--- src/rtl/core/sts_pkg.sv ---
`timescale 1ns / 1ps
// Shared types and codes for the sorted table search core.
// Used by sts_ctrl, sts_dpath and sorted_table_search_core; no dependencies.
package sts_pkg;

	localparam int DEF_CAPACITY = 256;

	// request codes
	localparam logic [2:0] REQ_INSERT = 3'd0;
	localparam logic [2:0] REQ_SEARCH = 3'd1;
	localparam logic [2:0] REQ_REMOVE = 3'd2;
	localparam logic [2:0] REQ_READ   = 3'd3;
	localparam logic [2:0] REQ_CLEAR  = 3'd4;

	// result status codes
	localparam logic [2:0] ST_OK        = 3'd0;
	localparam logic [2:0] ST_FULL      = 3'd1;
	localparam logic [2:0] ST_EMPTY     = 3'd2;
	localparam logic [2:0] ST_NOT_FOUND = 3'd3;
	localparam logic [2:0] ST_RANGE     = 3'd4;

	typedef enum logic [1:0] {
		CNT_HOLD = 2'd0,
		CNT_INC  = 2'd1,
		CNT_DEC  = 2'd2,
		CNT_CLR  = 2'd3
	} cnt_op_t;

	// controller -> datapath
	typedef struct packed {
		logic       load;       // capture request, init pointers
		logic       ins_rd;     // read entry below insert position
		logic       ins_shift;  // move read entry up, step position down
		logic       ins_place;  // write new value at insert position
		logic       srch_rd;    // read midpoint, capture it
		logic       srch_step;  // narrow search window
		logic       idx_rd;     // read entry at requested index
		logic       finish;     // issue result
		logic [2:0] status;
		cnt_op_t    cnt_op;
		logic       sel_found;
		logic       sel_read;
	} cmd_t;

	// datapath -> controller
	typedef struct packed {
		logic [2:0] req;
		logic       full;
		logic       empty;
		logic       pos_zero;
		logic       idx_ok;
		logic       srch_end;
		logic       gt;
		logic       eq;
	} sts_t;

endpackage

--- src/rtl/core/sts_ctrl.sv ---
`timescale 1ns / 1ps
// Request sequencer for the sorted table search core.
// Depends on sts_pkg for command/status structs and codes.
module sts_ctrl (
	input  logic          clk,
	input  logic          arst_n,
	input  logic          start,
	output logic          busy,
	input  sts_pkg::sts_t sts,
	output sts_pkg::cmd_t cmd
);
	import sts_pkg::*;

	typedef enum logic [4:0] {
		S_IDLE     = 5'b00001,
		S_DISPATCH = 5'b00010,
		S_INS_CMP  = 5'b00100,
		S_SRCH_CMP = 5'b01000,
		S_RD_WAIT  = 5'b10000
	} state_t;

	state_t state_q, state_d;

	assign busy = (state_q != S_IDLE);

	always_ff @(posedge clk or negedge arst_n) begin
		if (!arst_n) begin
			state_q <= S_IDLE;
		end else begin
			state_q <= state_d;
		end
	end

	always_comb begin
		cmd     = '0;
		cmd.status = ST_OK;
		cmd.cnt_op = CNT_HOLD;
		state_d = state_q;
		case (state_q)
			S_IDLE: begin
				if (start) begin
					cmd.load = 1'b1;
					state_d  = S_DISPATCH;
				end
			end
			S_DISPATCH: begin
				case (sts.req)
					REQ_INSERT: begin
						if (sts.full) begin
							cmd.finish = 1'b1;
							cmd.status = ST_FULL;
							state_d    = S_IDLE;
						end else if (sts.pos_zero) begin
							cmd.ins_place = 1'b1;
							cmd.finish    = 1'b1;
							cmd.cnt_op    = CNT_INC;
							state_d       = S_IDLE;
						end else begin
							cmd.ins_rd = 1'b1;
							state_d    = S_INS_CMP;
						end
					end
					REQ_SEARCH: begin
						if (sts.srch_end) begin
							cmd.finish = 1'b1;
							cmd.status = ST_NOT_FOUND;
							state_d    = S_IDLE;
						end else begin
							cmd.srch_rd = 1'b1;
							state_d     = S_SRCH_CMP;
						end
					end
					REQ_REMOVE: begin
						cmd.finish = 1'b1;
						if (sts.empty) begin
							cmd.status = ST_EMPTY;
						end else begin
							cmd.cnt_op = CNT_DEC;
						end
						state_d = S_IDLE;
					end
					REQ_READ: begin
						if (sts.idx_ok) begin
							cmd.idx_rd = 1'b1;
							state_d    = S_RD_WAIT;
						end else begin
							cmd.finish = 1'b1;
							cmd.status = ST_RANGE;
							state_d    = S_IDLE;
						end
					end
					REQ_CLEAR: begin
						cmd.finish = 1'b1;
						cmd.cnt_op = CNT_CLR;
						state_d    = S_IDLE;
					end
					default: begin
						cmd.finish = 1'b1;
						state_d    = S_IDLE;
					end
				endcase
			end
			S_INS_CMP: begin
				if (sts.gt) begin
					// larger entry: move it up and keep walking down
					cmd.ins_shift = 1'b1;
					state_d       = S_DISPATCH;
				end else begin
					cmd.ins_place = 1'b1;
					cmd.finish    = 1'b1;
					cmd.cnt_op    = CNT_INC;
					state_d       = S_IDLE;
				end
			end
			S_SRCH_CMP: begin
				if (sts.eq) begin
					cmd.finish    = 1'b1;
					cmd.sel_found = 1'b1;
					state_d       = S_IDLE;
				end else begin
					cmd.srch_step = 1'b1;
					state_d       = S_DISPATCH;
				end
			end
			S_RD_WAIT: begin
				cmd.finish   = 1'b1;
				cmd.sel_read = 1'b1;
				state_d      = S_IDLE;
			end
			default: begin
				state_d = S_IDLE;
			end
		endcase
	end

endmodule

--- config.mk ---
export PLATFORM = sky130hd
export DESIGN_NAME = sts_ctrl
export DESIGN_NICKNAME = d
export VERILOG_FILES = /design/src/rtl/core/sts_pkg.sv /design/src/rtl/core/sts_ctrl.sv
export SDC_FILE = /design/constraint.sdc
export NUM_CORES = 1
export LEC_CHECK = 0
export ABC_AREA = 1
export BUFFER_PORTS_ARGS = -buffer_cell sky130_fd_sc_hd__buf_2
export CAP_MARGIN = 10
export CORE_AREA = 2 2 39 41
export DETAILED_ROUTE_END_ITERATION = 8
export DIE_AREA = 0 0 41 43
export GPL_TIMING_DRIVEN = 0
export HOLD_SLACK_MARGIN = 0.06
export PLACE_DENSITY = 0.71
export SLEW_MARGIN = 10
export SYNTH_ARGS = -nofsm -noshare
export SYNTH_HDL_FRONTEND = slang
export SYNTH_SLANG_ARGS = --single-unit
--- constraint.sdc ---
create_clock -name clk -period 1.3 [get_ports clk]
set_clock_uncertainty 0.1 [all_clocks]
set_input_delay 0.13 -clock clk [delete_from_list [all_inputs] [get_ports clk]]
set_output_delay 0.13 -clock clk [all_outputs]
set_load 0.01 [all_outputs]
==> results.toml <==
[final_layout]
drive_above_1_share = 0.496
final_util = 0.639
stdcell_count = 145
nFillCells = 129
top_regs = "state_q: 5 flops"
multi_input_area_sq_um = 378
design_area_sq_um = 885
num_antenna_cells = 0
area_delta_synth_final_pct = 72.9
final_nets = 143
seqCellArea_sq_um = 126
top_register = "state_q"
largest_reg_flops = 5

[route]
drt-pass1-iter-count = 2
wl_per_cell_um = 10.6
vias_per_cell = 4.90
drtIter0Drc = 6
drtAntennaViolNets = 0
num_vias = 710
drc_errors = 0
finalWirelength_um = 1540

[worst_setup_path]
cp_top_family = "flip-flops"
crit_path_start_kind = "flop"
crit_type = "reg -> out"
path_max_fanout = 5
r2r_start = "state_q[1]$_DFFE_PN0P_"
crit_buf_inv = 3
cpPeakStageDelay_ps = 420
crit_start = "state_q[3]$_DFFE_PN0P_"
worstPathCellList = "nor2_4 -> nand2_2 -> nor2_4 -> inv_2 -> buf_6 -> o211ai_1 -> buf_2"
cp_common_cell = "nor2_4"
cpMaxStageDelayCell = "dfrtp_1"
critPathArrivalTime_ps = 1460
required_ps = 1070
end_kind = "output port"

[synth]
synth_simple_gate_area_share = 0.484
avgSynthCellArea_sq_um = 6.02
synthAdderAreaFrac = 0
syn_area_sq_um = 512
synth_mux_area_frac = 0
yosysSeqAreaShare = 0.247
ys_ff_latch = 5
synthCells = 85
ys_warn_count = 0
synth-compound-area-share = 0.0929
synth_nets = 98
synth-xor-area-share = 0
ys_types = 20
synth_top_family_by_area = "simple AND/OR/NAND/NOR gates"

[status]
failed_checks = "setup timing"
outcome = "finished with violations"

[clock_network]
cts_made_buffers = 3
cts.path.max_buffers = 2
clock-sinks = 5
cts_hold_buffers = 5
cts_root_buf = "clkbuf_4"
cts_tree = "yes"
path_clk_slew_ps = 40
clock_latency_ps = 240
htree_levels = 1

[global_routing]
grt_max_degree = 8
track_usage = 0.191
grt_pass1_vias = 662
grt_pass1_wl_um = 2300
grt_antenna_before_repair = 0
grt_overflow = 0

[min_path]
hp-class = "in -> reg"
min-delay-start = "sts[1]"

[floorplan]
start_util = 0.370
core_area_sq_um = 1380
die_y_um = 43
ioPinCount = 29
die_w_um = 41
rows = 14
dieArea_sq_um = 1760

[sta]
setup_slack_ps = -390
finalCriticalPeriod_ps = 1690
hold_ws_ps = 66.5
slew_headroom = 0.843
setup_viol = 16
max_freq_mhz = 592
setup_tns_ps = -4810
worst_pin_slew_ps = 235
slew_violations = 0
rsz0062_at_grt = "yes"
period_share = 1.30
finalHoldViolCount = 0

[job]
max_cap_violations = 0

[place]
dp_worst_setup_slack_ps = -175
portBuffers = 28
placed_cell_area_sq_um = 683
gp_congestion = 0.702
dp.cells = 129
hpwlAfterDp_um = 1050

[power]
leakagePower_nw = 0.490
power_mw = 0.878
peakVddDrop_uv = 777
power_per_cell_area_nw_per_um2 = 993
## worst paths after layout
kind,end,cells past startpoint,slack [ps]
hold / removal,state_q[1]$_DFFE_PN0P_,3,70
setup reg to reg,state_q[0]$_DFFE_PN1P_,7,10
max in group asynchronous,state_q[0]$_DFFE_PN1P_,2,760
setup / recovery,cmd[2],7,-390
min in group asynchronous,state_q[1]$_DFFE_PN0P_,2,130
hold reg to reg,state_q[0]$_DFFE_PN1P_,4,660
## per-layer routing
layer,vias to the layer above,track usage,share of wire
li1,361,-,-
met1,325,0.170,0.39
met2,24,0.363,0.56
met3,0,0.0628,0.052
met4,0,0.0600,0
met5,-,0,0
## worst min-delay path, delay by kind of cell
family	cells	cell delay (ps)
buffers and inverters	1	90
and+or+nand+nor	2	140
## cells in the final DEF (no fill, tap or decap), types with 2 or more instances in the layout
cell type       n
clkbuf_4        3
nor3_2          2
nor2_4          4
nand2_1        10
nand3_1         7
inv_1          18
o21ai_1         2
nand2_2         6
nand4_1         5
a21oi_2         2
dfrtp_1         4
nor4_2          3
dlygate4sd3_1   5
a21oi_1         4
buf_4           5
buf_2          29
inv_2           3
buf_6           2
nor2_1          7
## timing repair
| item | 4_1_cts | 5_1_grt |
|---|---|---|
| hold endpoints to repair | 8 | 1 |
| setup endpoints to repair | 18 | 21 |
| pin swaps | 4 | 6 |
| setup buffers | 6 | 1 |
| cloned | 1 | 0 |
| resized for setup | 9 | 13 |
## cell families after synthesis
| logic type | Yosys count |
|---|---|
| AO/OA/AOI/OAI | 9 |
| flip-flops | 5 |
| buffers and inverters | 22 |
| AND/OR/NAND/NOR | 49 |
## cell type report
cell class	count	area share
multi-input cells	58	0.427
repair buffers	40	0.276
flip-flops and latches	5	0.143
inverters	21	0.0891
clock buffers	4	0.0297
well taps	16	0.0226
plain buffers	1	0.0127
## cells in the mapped netlist
master,count,area share
nand4_1,5,0.061
nor2_1,10,0.073
nand2_2,1,0.012
dfrtp_1,4,0.20
nand2_1,15,0.11
o211ai_1,1,0.015
or2_2,1,0.012
o21ai_1,1,0.0098
or2_1,1,0.012
inv_2,1,0.0073
buf_6,1,0.022
nor3_1,2,0.020
inv_1,20,0.15
o21ai_0,1,0.0098
nor2_4,2,0.044
nor4_2,1,0.024
a21oi_1,6,0.059
nor4_1,3,0.037
nand3_1,8,0.078
dfstp_2,1,0.051
## report_power, final
| part | internal [mW] | switching (mW) |
|---|---|---|
| Combinational | 0.206 | 0.262 |
| Clock | 0.116 | 0.0590 |
| Sequential | 0.195 | 0.0405 |
| Total | 0.516 | 0.362 |
(Power assumes the default switching activity.)
